[config.mk]
export PLATFORM = sky130hd
export DESIGN_NAME = contiguous_fit_allocator
export DESIGN_NICKNAME = d
export VERILOG_FILES = /design/src/hdl/cfa_pkg.sv /design/src/hdl/cfa_cell.sv /design/src/hdl/contiguous_fit_allocator.sv
export SDC_FILE = /design/constraint.sdc
export NUM_CORES = 2
export LEC_CHECK = 0
export BUFFER_PORTS_ARGS = -buffer_cell sky130_fd_sc_hd__buf_2
export CAP_MARGIN = 30
export CORE_AREA = 2 2 266 321
export CTS_CLUSTER_SIZE = 40
export DETAILED_ROUTE_END_ITERATION = 10
export DIE_AREA = 0 0 268 323
export PLACE_DENSITY = 0.67
export SKIP_CTS_REPAIR_TIMING = 1
export SKIP_LAST_GASP = 1
export SYNTH_ARGS = -nofsm -noshare
export SYNTH_HDL_FRONTEND = slang
export SYNTH_SLANG_ARGS = --single-unit
export TNS_END_PERCENT = 1
[constraint.sdc]
create_clock -name i_clk -period 7.5 [get_ports i_clk]
set_input_delay 0.75 -clock i_clk [delete_from_list [all_inputs] [get_ports i_clk]]
set_output_delay 0.75 -clock i_clk [all_outputs]
set_load 0.02 [all_outputs]
[src/hdl/cfa_pkg.sv]
`timescale 1ns / 1ps
`default_nettype none
// ----------------------------------------------------------------------------
// cfa_pkg
// Shared types and codes of the contiguous fit allocator.
// ----------------------------------------------------------------------------
package cfa_pkg;

    localparam int DEF_MAX_EXTENTS = 16;
    localparam int DEF_ADDR_BITS   = 16;

    localparam logic [1:0] REQ_ALLOC   = 2'd0;
    localparam logic [1:0] REQ_FREE    = 2'd1;
    localparam logic [1:0] REQ_COMPACT = 2'd2;

    localparam logic [1:0] MODE_FIRST = 2'd0;
    localparam logic [1:0] MODE_BEST  = 2'd1;
    localparam logic [1:0] MODE_WORST = 2'd2;

    localparam logic [2:0] ST_OK       = 3'd0;
    localparam logic [2:0] ST_NOSPACE  = 3'd1;
    localparam logic [2:0] ST_NOTFOUND = 3'd2;
    localparam logic [2:0] ST_BADMODE  = 3'd3;
    localparam logic [2:0] ST_BADLEN   = 3'd4;
    localparam logic [2:0] ST_FULL     = 3'd5;

    localparam logic CFG_FIT_MODE = 1'b0;
    localparam logic CFG_CAPACITY = 1'b1;

    typedef struct packed {
        logic [1:0]  req_type;
        logic [16:0] length;
        logic [15:0] address;
    } t_req;

    typedef struct packed {
        logic [2:0]  status;
        logic [15:0] start_address;
        logic [15:0] moved_from;
        logic        last;
    } t_rsp;

    // chain shift controls handed to every cell
    typedef struct packed {
        logic ins;      // open a hole at the pick point, write new extent
        logic del;      // close the hole at the pick point
        logic rot;      // rotate toward cell 0 (scan and compact walks)
    } t_shift;

endpackage
`default_nettype wire

[src/hdl/cfa_cell.sv]
`timescale 1ns / 1ps
`default_nettype none
// ----------------------------------------------------------------------------
// cfa_cell
// One table slot: holds an extent and shifts with its neighbors.
// ----------------------------------------------------------------------------
module cfa_cell
    import cfa_pkg::*;
#(
    parameter int AW = DEF_ADDR_BITS
) (
    input  wire          i_clk,
    input  wire t_shift  i_ctl,
    input  wire          i_at_pick,   // this slot is the pick index
    input  wire          i_above,     // this slot is above the pick index
    input  wire [AW-1:0] i_new_first,
    input  wire [AW-1:0] i_new_final,
    input  wire [AW-1:0] i_lo_first,  // from lower neighbor
    input  wire [AW-1:0] i_lo_final,
    input  wire [AW-1:0] i_hi_first,  // from upper neighbor
    input  wire [AW-1:0] i_hi_final,
    output logic [AW-1:0] o_first,
    output logic [AW-1:0] o_final
);

    logic [AW-1:0] r_first, r_final;

    always_ff @(posedge i_clk) begin
        if (i_ctl.ins && i_at_pick) begin
            r_first <= i_new_first;
            r_final <= i_new_final;
        end else if (i_ctl.ins && i_above) begin
            r_first <= i_lo_first;
            r_final <= i_lo_final;
        end else if ((i_ctl.del && (i_at_pick || i_above)) || i_ctl.rot) begin
            r_first <= i_hi_first;
            r_final <= i_hi_final;
        end
    end

    assign o_first = r_first;
    assign o_final = r_final;

endmodule
`default_nettype wire

[src/hdl/contiguous_fit_allocator.sv]
`timescale 1ns / 1ps
`default_nettype none
// ----------------------------------------------------------------------------
// contiguous_fit_allocator
// Extent table allocator with first, best and worst fit placement.
// ----------------------------------------------------------------------------
// Requests enter on i_req (valid/ready); results leave on o_rsp (valid/ready)
// from one output register. Config writes on i_cfg (index 0 fit mode,
// index 1 capacity) are taken at any time and are meant for idle periods.
// The extents sit in a chain of MAX_EXTENTS cells. Each request with a good
// early status walks the chain from cell 0 through a rotation: every cycle
// that the walk is not held, the whole chain rotates one place toward cell 0
// and the controller inspects cell 0. Allocate: one scan for the gap, an
// insert state, then the output state that loads the result. Free: one scan,
// a delete state and the same output state. Compact: one scan that rewrites
// each extent as it passes and emits one beat per extent (one beat for an
// empty table); the walk holds while the output register is full.
// One request is in work at a time; the next is taken once the walk is done
// and the output register is empty or its beat is leaving.
// Reset empties the table, mode first fit, capacity 65536; there is no
// clearing pass. A stalled receiver holds the walk on the current beat.
// ----------------------------------------------------------------------------
module contiguous_fit_allocator
    import cfa_pkg::*;
#(
    parameter int MAX_EXTENTS = DEF_MAX_EXTENTS
) (
    input  wire         i_clk,
    input  wire         i_rst_n,
    input  wire         i_req_valid,
    output logic        o_req_ready,
    input  wire t_req   i_req,
    output logic        o_rsp_valid,
    input  wire         i_rsp_ready,
    output t_rsp        o_rsp,
    input  wire         i_cfg_valid,
    output logic        o_cfg_ready,
    input  wire         i_cfg_index,
    input  wire [16:0]  i_cfg_data
);

    localparam int N  = MAX_EXTENTS;
    localparam int IW = $clog2(N);
    localparam int CW = $clog2(N + 1);
    localparam int AW = DEF_ADDR_BITS;
    localparam int LW = AW + 1;

    localparam logic [2:0] S_IDLE = 3'd0;
    localparam logic [2:0] S_SCAN = 3'd1;
    localparam logic [2:0] S_FIT  = 3'd2;
    localparam logic [2:0] S_DEL  = 3'd3;
    localparam logic [2:0] S_CMP  = 3'd4;
    localparam logic [2:0] S_OUT  = 3'd5;

    logic [2:0]    r_state;
    logic [1:0]    r_mode;
    logic [16:0]   r_cap;
    logic [CW-1:0] r_count;
    logic [CW-1:0] r_step;      // cells already passed
    t_req          r_req;
    logic [LW-1:0] r_prev_end;  // first free unit after previous extent
    logic          r_found;
    logic [CW-1:0] r_pick;
    logic [LW-1:0] r_best_start, r_best_size;
    logic          r_rsp_valid;
    t_rsp          r_rsp;

    logic [AW-1:0] w_first [N];
    logic [AW-1:0] w_final [N];
    t_shift        w_ctl;
    logic [IW-1:0] w_pick_idx;

    // effective capacity capped at 2^AW
    logic [LW:0]   w_cap_full;
    logic [LW-1:0] w_cap;
    assign w_cap_full = (LW+1)'(r_cap);
    assign w_cap = (w_cap_full > (LW+1)'(1 << AW)) ? LW'(1 << AW)
                                                   : LW'(w_cap_full);

    logic          w_out_free;
    assign w_out_free  = !r_rsp_valid || i_rsp_ready;
    assign o_req_ready = (r_state == S_IDLE) && w_out_free;
    assign o_cfg_ready = 1'b1;
    assign o_rsp_valid = r_rsp_valid;
    assign o_rsp       = r_rsp;

    // early status of an incoming request
    logic [2:0] w_pre_st;
    always_comb begin
        if (i_req.req_type == REQ_ALLOC) begin
            if (r_mode > MODE_WORST)        w_pre_st = ST_BADMODE;
            else if (i_req.length == '0)    w_pre_st = ST_BADLEN;
            else if (r_count >= CW'(N))     w_pre_st = ST_FULL;
            else                            w_pre_st = ST_OK;
        end else if (i_req.req_type == REQ_FREE || i_req.req_type == REQ_COMPACT) begin
            w_pre_st = ST_OK;
        end else begin
            w_pre_st = ST_BADMODE;
        end
    end

    // gap seen at the current step (cell 0 holds extent r_step when in range)
    logic          w_in_tab;
    logic [LW-1:0] w_hi, w_gsize, w_len, w_size;
    logic          w_better;
    assign w_in_tab = r_step < r_count;
    assign w_hi     = w_in_tab ? LW'(w_first[0]) : w_cap;
    assign w_gsize  = (w_hi > r_prev_end) ? w_hi - r_prev_end : '0;
    assign w_len    = LW'(r_req.length);
    assign w_better = (w_gsize >= w_len) && (!r_found ||
                      (r_mode == MODE_BEST  && w_gsize < r_best_size) ||
                      (r_mode == MODE_WORST && w_gsize > r_best_size));
    assign w_size   = LW'(AW'(w_final[0] - w_first[0])) + LW'(1);

    logic w_scan_rot;
    assign w_scan_rot = (r_state == S_SCAN) || (r_state == S_CMP && w_out_free);
    assign w_pick_idx = IW'(r_pick);
    assign w_ctl.rot  = w_scan_rot;
    assign w_ctl.ins  = (r_state == S_FIT) && r_found;
    assign w_ctl.del  = (r_state == S_DEL) && r_found;

    // compact emits a beat per extent, or one beat for an empty table
    logic w_cmp_beat, w_load;
    assign w_cmp_beat = w_in_tab || (r_count == '0 && r_step == '0);
    assign w_load     = w_out_free &&
                        ((r_state == S_OUT) || (r_state == S_CMP && w_cmp_beat));

    // bounds of the extent placed by an allocate
    logic [AW-1:0] w_new_first, w_new_final;
    assign w_new_first = r_best_start[AW-1:0];
    assign w_new_final = AW'(r_best_start + w_len - LW'(1));

    // value re-entering the top of the ring
    logic [AW-1:0] w_top_first, w_top_final;

    genvar g;
    generate
        for (g = 0; g < N; g++) begin : g_cell
            logic [AW-1:0] w_lo_f, w_lo_l, w_hi_f, w_hi_l;
            assign w_lo_f = (g == 0) ? w_first[0] : w_first[(g + N - 1) % N];
            assign w_lo_l = (g == 0) ? w_final[0] : w_final[(g + N - 1) % N];
            // compact rewrites the extent leaving cell 0 into the last cell
            assign w_hi_f = (g == N - 1) ? w_top_first : w_first[(g + 1) % N];
            assign w_hi_l = (g == N - 1) ? w_top_final : w_final[(g + 1) % N];
            cfa_cell #(.AW(AW)) u_cell (
                .i_clk       (i_clk),
                .i_ctl       (w_ctl),
                .i_at_pick   (w_pick_idx == IW'(g)),
                .i_above     (IW'(g) > w_pick_idx),
                .i_new_first (w_new_first),
                .i_new_final (w_new_final),
                .i_lo_first  (w_lo_f),
                .i_lo_final  (w_lo_l),
                .i_hi_first  (w_hi_f),
                .i_hi_final  (w_hi_l),
                .o_first     (w_first[g]),
                .o_final     (w_final[g])
            );
        end
    endgenerate

    assign w_top_first = (r_state == S_CMP && w_in_tab) ?
                         r_prev_end[AW-1:0] : w_first[0];
    assign w_top_final = (r_state == S_CMP && w_in_tab) ?
                         AW'(r_prev_end + w_size - LW'(1)) : w_final[0];

    // delete match tracking
    logic w_match;
    assign w_match = w_in_tab && (w_first[0] == r_req.address[AW-1:0]);

    always_ff @(posedge i_clk) begin
        if (!i_rst_n) begin
            r_state     <= S_IDLE;
            r_mode      <= MODE_FIRST;
            r_cap       <= 17'h10000;
            r_count     <= '0;
            r_rsp_valid <= 1'b0;
        end else begin
            if (i_cfg_valid) begin
                if (i_cfg_index == CFG_FIT_MODE) r_mode <= i_cfg_data[1:0];
                else                             r_cap  <= i_cfg_data;
            end
            if (w_load)           r_rsp_valid <= 1'b1;
            else if (i_rsp_ready) r_rsp_valid <= 1'b0;
            case (r_state)
                S_IDLE: begin
                    if (i_req_valid && o_req_ready) begin
                        r_req        <= i_req;
                        r_step       <= '0;
                        r_prev_end   <= '0;
                        r_found      <= 1'b0;
                        r_pick       <= '0;
                        r_best_start <= '0;
                        r_best_size  <= '0;
                        r_rsp        <= '{w_pre_st, '0, '0, 1'b1};
                        if (w_pre_st != ST_OK)                  r_state <= S_OUT;
                        else if (i_req.req_type == REQ_COMPACT) r_state <= S_CMP;
                        else                                    r_state <= S_SCAN;
                    end
                end
                S_SCAN: begin
                    r_step <= r_step + CW'(1);
                    if (r_req.req_type == REQ_ALLOC) begin
                        if (r_step <= r_count && w_better &&
                            !(r_found && r_mode == MODE_FIRST)) begin
                            r_found      <= 1'b1;
                            r_pick       <= r_step;
                            r_best_start <= r_prev_end;
                            r_best_size  <= w_gsize;
                        end
                        if (w_in_tab) r_prev_end <= LW'(w_final[0]) + LW'(1);
                    end else if (w_match && !r_found) begin
                        r_found <= 1'b1;
                        r_pick  <= r_step;
                    end
                    if (r_step == CW'(N - 1))
                        r_state <= (r_req.req_type == REQ_ALLOC) ? S_FIT : S_DEL;
                end
                S_FIT: begin
                    r_state <= S_OUT;
                    if (r_found) begin
                        r_count <= r_count + CW'(1);
                        r_rsp.start_address <= 16'(r_best_start);
                    end else begin
                        r_rsp.status <= ST_NOSPACE;
                    end
                end
                S_DEL: begin
                    r_state <= S_OUT;
                    if (r_found) r_count <= r_count - CW'(1);
                    else         r_rsp.status <= ST_NOTFOUND;
                end
                S_CMP: begin
                    if (w_out_free) begin
                        r_step <= r_step + CW'(1);
                        if (w_in_tab) begin
                            r_prev_end <= r_prev_end + w_size;
                            r_rsp <= '{ST_OK, 16'(r_prev_end), 16'(w_first[0]),
                                       (r_step + CW'(1) == r_count)};
                        end else if (r_count == '0 && r_step == '0) begin
                            r_rsp <= '{ST_OK, '0, '0, 1'b1};
                        end
                        if (r_step == CW'(N - 1)) r_state <= S_IDLE;
                    end
                end
                S_OUT: begin
                    if (w_out_free) r_state <= S_IDLE;
                end
                default: r_state <= S_IDLE;
            endcase
        end
    end

    a_count_range: assert property (@(posedge i_clk) disable iff (!i_rst_n)
        r_count <= CW'(N)) else $error("extent count overflow");
    a_busy_no_req: assert property (@(posedge i_clk) disable iff (!i_rst_n)
        (r_state != S_IDLE) |-> !o_req_ready) else $error("ready while busy");
    a_ins_room: assert property (@(posedge i_clk) disable iff (!i_rst_n)
        w_ctl.ins |-> (r_count < CW'(N))) else $error("insert into full table");
    a_rsp_hold: assert property (@(posedge i_clk) disable iff (!i_rst_n)
        (o_rsp_valid && !i_rsp_ready) |=> $stable(o_rsp)) else $error("rsp moved");

endmodule
`default_nettype wire

Word-level counts from Yosys, hierarchy flattened
Index checks and enable logic that the tools add are counted.

word-level totals
  bits in registers = 671
  bits in latches = 0
  bits of input ports = 58
  memories = 0
  output and inout port bits = 39
  word-level logic and storage cells = 438
  memory bits (read-only) = 0
  memory bits (writable) = 0

cells by class
  order comparisons = 25
  $add $sub $neg = 11
  multipliers = 0
  muxes and demuxes = 154
  bitwise gates (word level) = 1
  eq/ne operators = 44
  div/mod/pow operators = 0
  reductions and logical operators = 153
  shift operators = 0

operator list
  kind                     count
  $mux W16                 101
  $mux W17                 10
  $mux W36                 4
  $pmux W17 S2             2
  $logic_and A1 B1 Y1      65
  $reduce_bool A3 Y1       18
  $pmux W17 S3             1
  $pmux W16 S3             1
  $logic_or A1 B1 Y1       39
  $mux W3                  13
  $add A16 B1 Y17 const B  2
  $gt A17 B17 Y1           2
  $eq A4 B4 Y1 const B     8
  $gt A4 B4 Y1 const A     8
  $pmux W16 S2             1
  $sub A16 B1 Y16 const B  2
  $mux W5                  4
  $reduce_and A5 Y1        4
  $add A17 B17 Y17         1
  $ge A17 B17 Y1           1
  $gt A17 B17 Y1 const B   1
  $logic_not A17 Y1        1
  $lt A17 B17 Y1           1
  $sub A17 B17 Y17         1
  other kinds (49)         97

Longest topological paths before layout
  depth in word-level cells = 15
  mapped depth = 31
  mapped depth without buffers = 28

Hierarchy
Synthesis repeated with hierarchy kept, for this count alone.

second synthesis, totals
  cells, all modules = 4237
  area total of the unflattened synthesis = 41608.7 um2

by module, submodules not included
  module                    instances  sequential area each (um2)  area an instance (um2)  cells an instance
  cfa_cell                  16         960.9                       1844.3                  178
  contiguous_fit_allocator  1          4494.3                      12100.4                 1389

Worst setup path before layout
No wires, ideal clock.

  path type = reg-to-reg
  start point = reg r_count[1]
  end point = reg r_best_size[0] (enable)
  stages on the path, launching flop included = 31
  arrival time = 6.181 ns
  data required time = 7.123 ns
  slack = 0.941 ns
  buffers on the path = 3
  library setup time = 0.377 ns
  clock period less this slack = 6.559 ns
  cells stage by stage = dfxtp_1 -> inv_1 -> ha_1 -> a21oi_1 -> nor2_1 -> a211oi_1 -> clkbuf_1 -> a21oi_1 -> clkbuf_1 -> a22o_1 -> ha_1 -> a21o_1 -> a21o_1 -> a21oi_1 -> or3_1 -> o211ai_1 -> o31ai_1 -> nor2_1 -> nor2_2 -> buf_2 -> nor2_1 -> ha_1 -> nor2b_1 -> o21ai_0 -> nand2b_1 -> a21oi_1 -> o21ai_0 -> a221oi_1 -> or4b_2 -> a31oi_1 -> a31o_2

on the way
  word-level cells in the longest chain between the ends = 13
  elaborated cells between the ends (all ways) = 18
  classes of those cells = 1 x add/sub; 6 x order compare; 1 x eq/ne; 2 x mux; 8 x reduce/logical

RTL lines
  what                                                RTL line                         source
  from (decl)                                         contiguous_fit_allocator.sv:58   logic [CW-1:0] r_count;
  from (signal assigned)                              contiguous_fit_allocator.sv:222  r_count <= r_count + CW'(1);
  from (signal assigned)                              contiguous_fit_allocator.sv:230  if (r_found) r_count <= r_count - CW'(1);
  $lt A5 B5 Y1 (*)                                    contiguous_fit_allocator.sv:106  assign w_in_tab = r_step < r_count;
  $mux W17 (*)                                        contiguous_fit_allocator.sv:107  assign w_hi = w_in_tab ? LW'(w_first[0]) : w_cap;
  $sub A17 B17 Y17 or $gt A17 B17 Y1 (tied branches)  contiguous_fit_allocator.sv:108  assign w_gsize = (w_hi > r_prev_end) ? w_hi - r_prev_end : '0;
  $mux W17 (*)                                        contiguous_fit_allocator.sv:108
  net w_gsize[1]                                      contiguous_fit_allocator.sv:104  logic [LW-1:0] w_hi, w_gsize, w_len, w_size;
  $lt A17 B17 Y1                                      contiguous_fit_allocator.sv:111  (r_mode == MODE_BEST && w_gsize < r_best_size) ||
  $logic_and A1 B1 Y1                                 contiguous_fit_allocator.sv:111
  $logic_or A1 B1 Y1                                  contiguous_fit_allocator.sv:110  assign w_better = (w_gsize >= w_len) && (!r_found ||
  $logic_or A1 B1 Y1                                  contiguous_fit_allocator.sv:111
  $logic_and A1 B1 Y1 (*)                             contiguous_fit_allocator.sv:110
  $logic_and A1 B1 Y1 (*) (2 in series)               contiguous_fit_allocator.sv:204  if (r_step <= r_count && w_better &&
  $ne A2 B1 Y1 (no source line) (*)                   n/a
  $reduce_and A5 Y1 (no source line) (*)              n/a
  to (signal assigned)                                contiguous_fit_allocator.sv:209  r_best_size <= w_gsize;
  to (decl)                                           contiguous_fit_allocator.sv:64   logic [LW-1:0] r_best_start, r_best_size;

The timed path passes the listed nets; every way through them passes the cells marked *.
A chain may end at the register's enable or synchronous reset.

Final worst setup path
  start point = reg r_count[1]
  end point = reg r_best_size[13] (enable)

The elaborated chain is that of the path after synthesis.

==> flow_metrics.env <==
export IMPL_cts_tree="done"
export IMPL_setup_worst_path_class="register to register"
export IMPL_p_per_area_mw_per_mm2=401
export IMPL_ff_latch_area_sq_mm=0.0199
export IMPL_overflow=0
export IMPL_final_cell_area_sq_mm=0.0413
export IMPL_yosys_register_bits=671
export IMPL_num_vias=28800
export IMPL_synth_area_leaders="edfxtp_1 52%, mux2i_1 6.8%, nand2_1 6.4%, nor2_1 4.4%, ha_1 4.2%"
export IMPL_period_share=0.922
export IMPL_synth_fa_ha_area_frac=0.0449
export IMPL_start_util=0.445
export IMPL_syn_nets=3929
export IMPL_rsz0062_at_grt="no"
export IMPL_grt_pass1_vias=27300
export IMPL_timing_fmax_ghz=0.145
export IMPL_clk_pin_slew_ns=0.06
export IMPL_grt_pass1_wl_mm=174
export IMPL_cts_root_buf="clkbuf_16"
export IMPL_grt_busiest_layer="met2"
export IMPL_drive_gt1_frac=0.0941
export IMPL_clock_sinks=671
export IMPL_critical_path_max_stage_delay_ns=0.65
export IMPL_p_total_mw=16.6
export IMPL_synth_ff_type="edfxtp_1"
export IMPL_switchingPower_mw=6.57
export IMPL_start_kind="register"
export IMPL_cp_arrival_ns=7.22
export IMPL_gp_congestion=0.928
export IMPL_yosys_warnings=0
export IMPL_yosysSeqAreaShare=0.532
export IMPL_tightest_slew_ns=1.04
export IMPL_synth_top_family_by_area="simple AND/OR/NAND/NOR gates"
export IMPL_rows=117
export IMPL_syn_inst=3740
export IMPL_p_leak_nw=16.6
export IMPL_synthArstFlopShare=0
export IMPL_endpoint_kind="register"
export IMPL_diodes=0
export IMPL_nFillCells=7627
export IMPL_antenna_found_initial=1
export IMPL_ys_types=84
export IMPL_worst_slack_ns=0.587
export IMPL_use_met2=0.423
export IMPL_firstDrtPassIters=7
export IMPL_cts_max_level=3
export IMPL_numPortBuffers=95
export IMPL_met3_usage=0.0425
export IMPL_pwr_share_clk=0.208
export IMPL_synth_area_leader_cell="edfxtp_1"
export IMPL_outcome="complete, no violations"
export IMPL_core_sq_mm=0.0839
export IMPL_min_path_type="primary input to register"
export IMPL_grt_max_degree=91
export IMPL_crit_slowest_cell="or4b_2"
export IMPL_fin_setup_tns_ns=0
export IMPL_final_hold_viol_count=0
export IMPL_grt_total_usage=0.267
export IMPL_cts_buffers=69
export IMPL_path_max_fanout=33
export IMPL_final_cells=4901
export IMPL_post_dp_hpwl_mm=81.1
export IMPL_multi_input_area_sq_mm=0.0160
export IMPL_syn2layout_area_growth_pct=10.6
export IMPL_wl_per_cell_microns=23.7
export IMPL_postRouteAntennaNets=0
export IMPL_synth_mux_area_frac=0.0697
export IMPL_setup_viol=0
export IMPL_wl_mm=116
export IMPL_drc=0
export IMPL_worstPathRequired_ns=7.81
export IMPL_fin_crit_ns=6.91
export IMPL_synth_xor_area_frac=0.0258
export IMPL_power_frac_comb=0.387
export IMPL_dp_slack_ns=0.612
export IMPL_ir_drop_v=0.000270
export IMPL_synth_cell_area_sq_mm=0.0373
export IMPL_die_w_microns=268
export IMPL_internal_power_mw=10.0
export IMPL_synth_compound_area_share=0.133
export IMPL_clock_path_buffers=3
export IMPL_die_area_sq_mm=0.0866
export IMPL_nets=3907
export IMPL_syn_area_per_cell_sq_um=9.98
export IMPL_io_pins=97
export IMPL_clk_latency_ns=0.62
export IMPL_pwr_share_seq=0.405
export IMPL_switching_share=0.396
export IMPL_placed_cells=4775
export IMPL_dpl_cell_area_sq_mm=0.0391
export IMPL_vias_per_cell=5.88
export IMPL_yosysTopAreaCellShare=0.517
export IMPL_slew_headroom=0.308
export IMPL_skew_ns=0.0246
export IMPL_synth_edf_count=643
export IMPL_synthSimpleGateAreaFrac=0.147
export IMPL_grt_use_met1=0.360
export IMPL_drtIter0Drc=3725
export IMPL_final_max_slew_viol_count=0
export IMPL_cap_viol_max_count=0
export IMPL_die_y_microns=323
sequential cells by signal (all words and copies together), names as in the netlist, 5 cells and up:
register	flops
w_len	17
r_step	5
r_cap	17
r_best_size	17
r_count	5
r_best_start	16
r_prev_end	17
o_rsp	36
r_req	18
g_cell.u_cell.o_first	256
g_cell.u_cell.o_final	256
layout by cell type (no fill, tap or decap), types with 28 or more instances in the layout:
cell type and n:
edfxtp_1 643, a222oi_1 37, xor2_1 39, o21ai_0 181, nor2_1 430, buf_4 70
nand3_1 35, a21oi_1 230, o22ai_1 39, clkbuf_16 73, a31oi_1 150, inv_1 177
mux2i_1 252, buf_2 95, xnor2_1 58, and3_1 31, nand2_1 633, dfxtp_1 28
ha_1 126
logic make-up after synthesis:
group,after synthesis
other,1
AO/OA/AOI/OAI,817
flip-flops,671
multiplexers,259
buffers and inverters,445
adder cells (fa/ha/maj),131
XOR/XNOR,109
AND/OR/NAND/NOR,1307
metrics by stage:
step / util / hold WS, ns
after CTS: 0.492 / 0.273
final: 0.492 / 0.306
after global routing: 0.492 / 0.289
after global placement: 0.465 / 0.477
after detailed placement: 0.466 / 0.474
after floorplan: - / 0.456
layout make-up:
cell class                 instances  area share
clock inverter                    34     0.00669
tap                             1130      0.0342
sequential                       671       0.481
timing repair buffer             173      0.0278
clock buffer                      90      0.0460
inverter                         179      0.0163
multi-input combinational       2624       0.388
final timing paths:
path,from,end,slack (ns),cells after the start
min reg2reg,r_cap[9]$_SDFFE_PN0P_,r_cap[9]$_SDFFE_PN0P_,0.48,2
max reg2reg,r_count[1]$_SDFFE_PN0P_,r_best_size[13]$_SDFFCE_PN0P_,0.59,27
max,r_count[1]$_SDFFE_PN0P_,r_best_size[13]$_SDFFCE_PN0P_,0.59,27
min,i_req[8],r_req[8]$_DFFE_PP_,0.31,1
worst max-delay path, delay by kind of cell, from the launching register on:
kind | cells | cell delay (ns)
compound gates | 15 | 3.13
fa+ha+maj | 3 | 0.89
flops | 1 | 0.42
simple gates | 4 | 1.00
buf+inv | 4 | 0.85
xor+xnor | 1 | 0.28
metal layers:
metal  vias to the layer above  wire, microns
met2                      1508          52700
met5                         -              0
li1                      13300              -
met4                         0           5700
met1                     13700          47700
met3                       235          10100
power groups by stage:
stage               combinational (mW)  clock (mW)  sequential (mW)
finish                            6.41        3.44             6.71
global route                      7.01        3.61             6.80
CTS                               6.34        3.47             6.67
detailed placement                6.31           0             6.74
global placement                  6.17           0             6.73
floorplan                         4.47           0             6.32
Yosys cell counts, types with 26 or more instances:
master    count
a21o_1       27
a21oi_1     232
a222oi_1     37
a31oi_1     150
and3_1       32
buf_2        43
clkbuf_1    195
dfxtp_1      28
edfxtp_1    643
ha_1        126
inv_1       177
mux2i_1     252
nand2_1     639
nand3_1      39
nor2_1      433
nor3_1       26
o21ai_0     191
o22ai_1      39
xnor2_1      68
xor2_1       40
No activity file was read; power rests on OpenSTA's default activity.
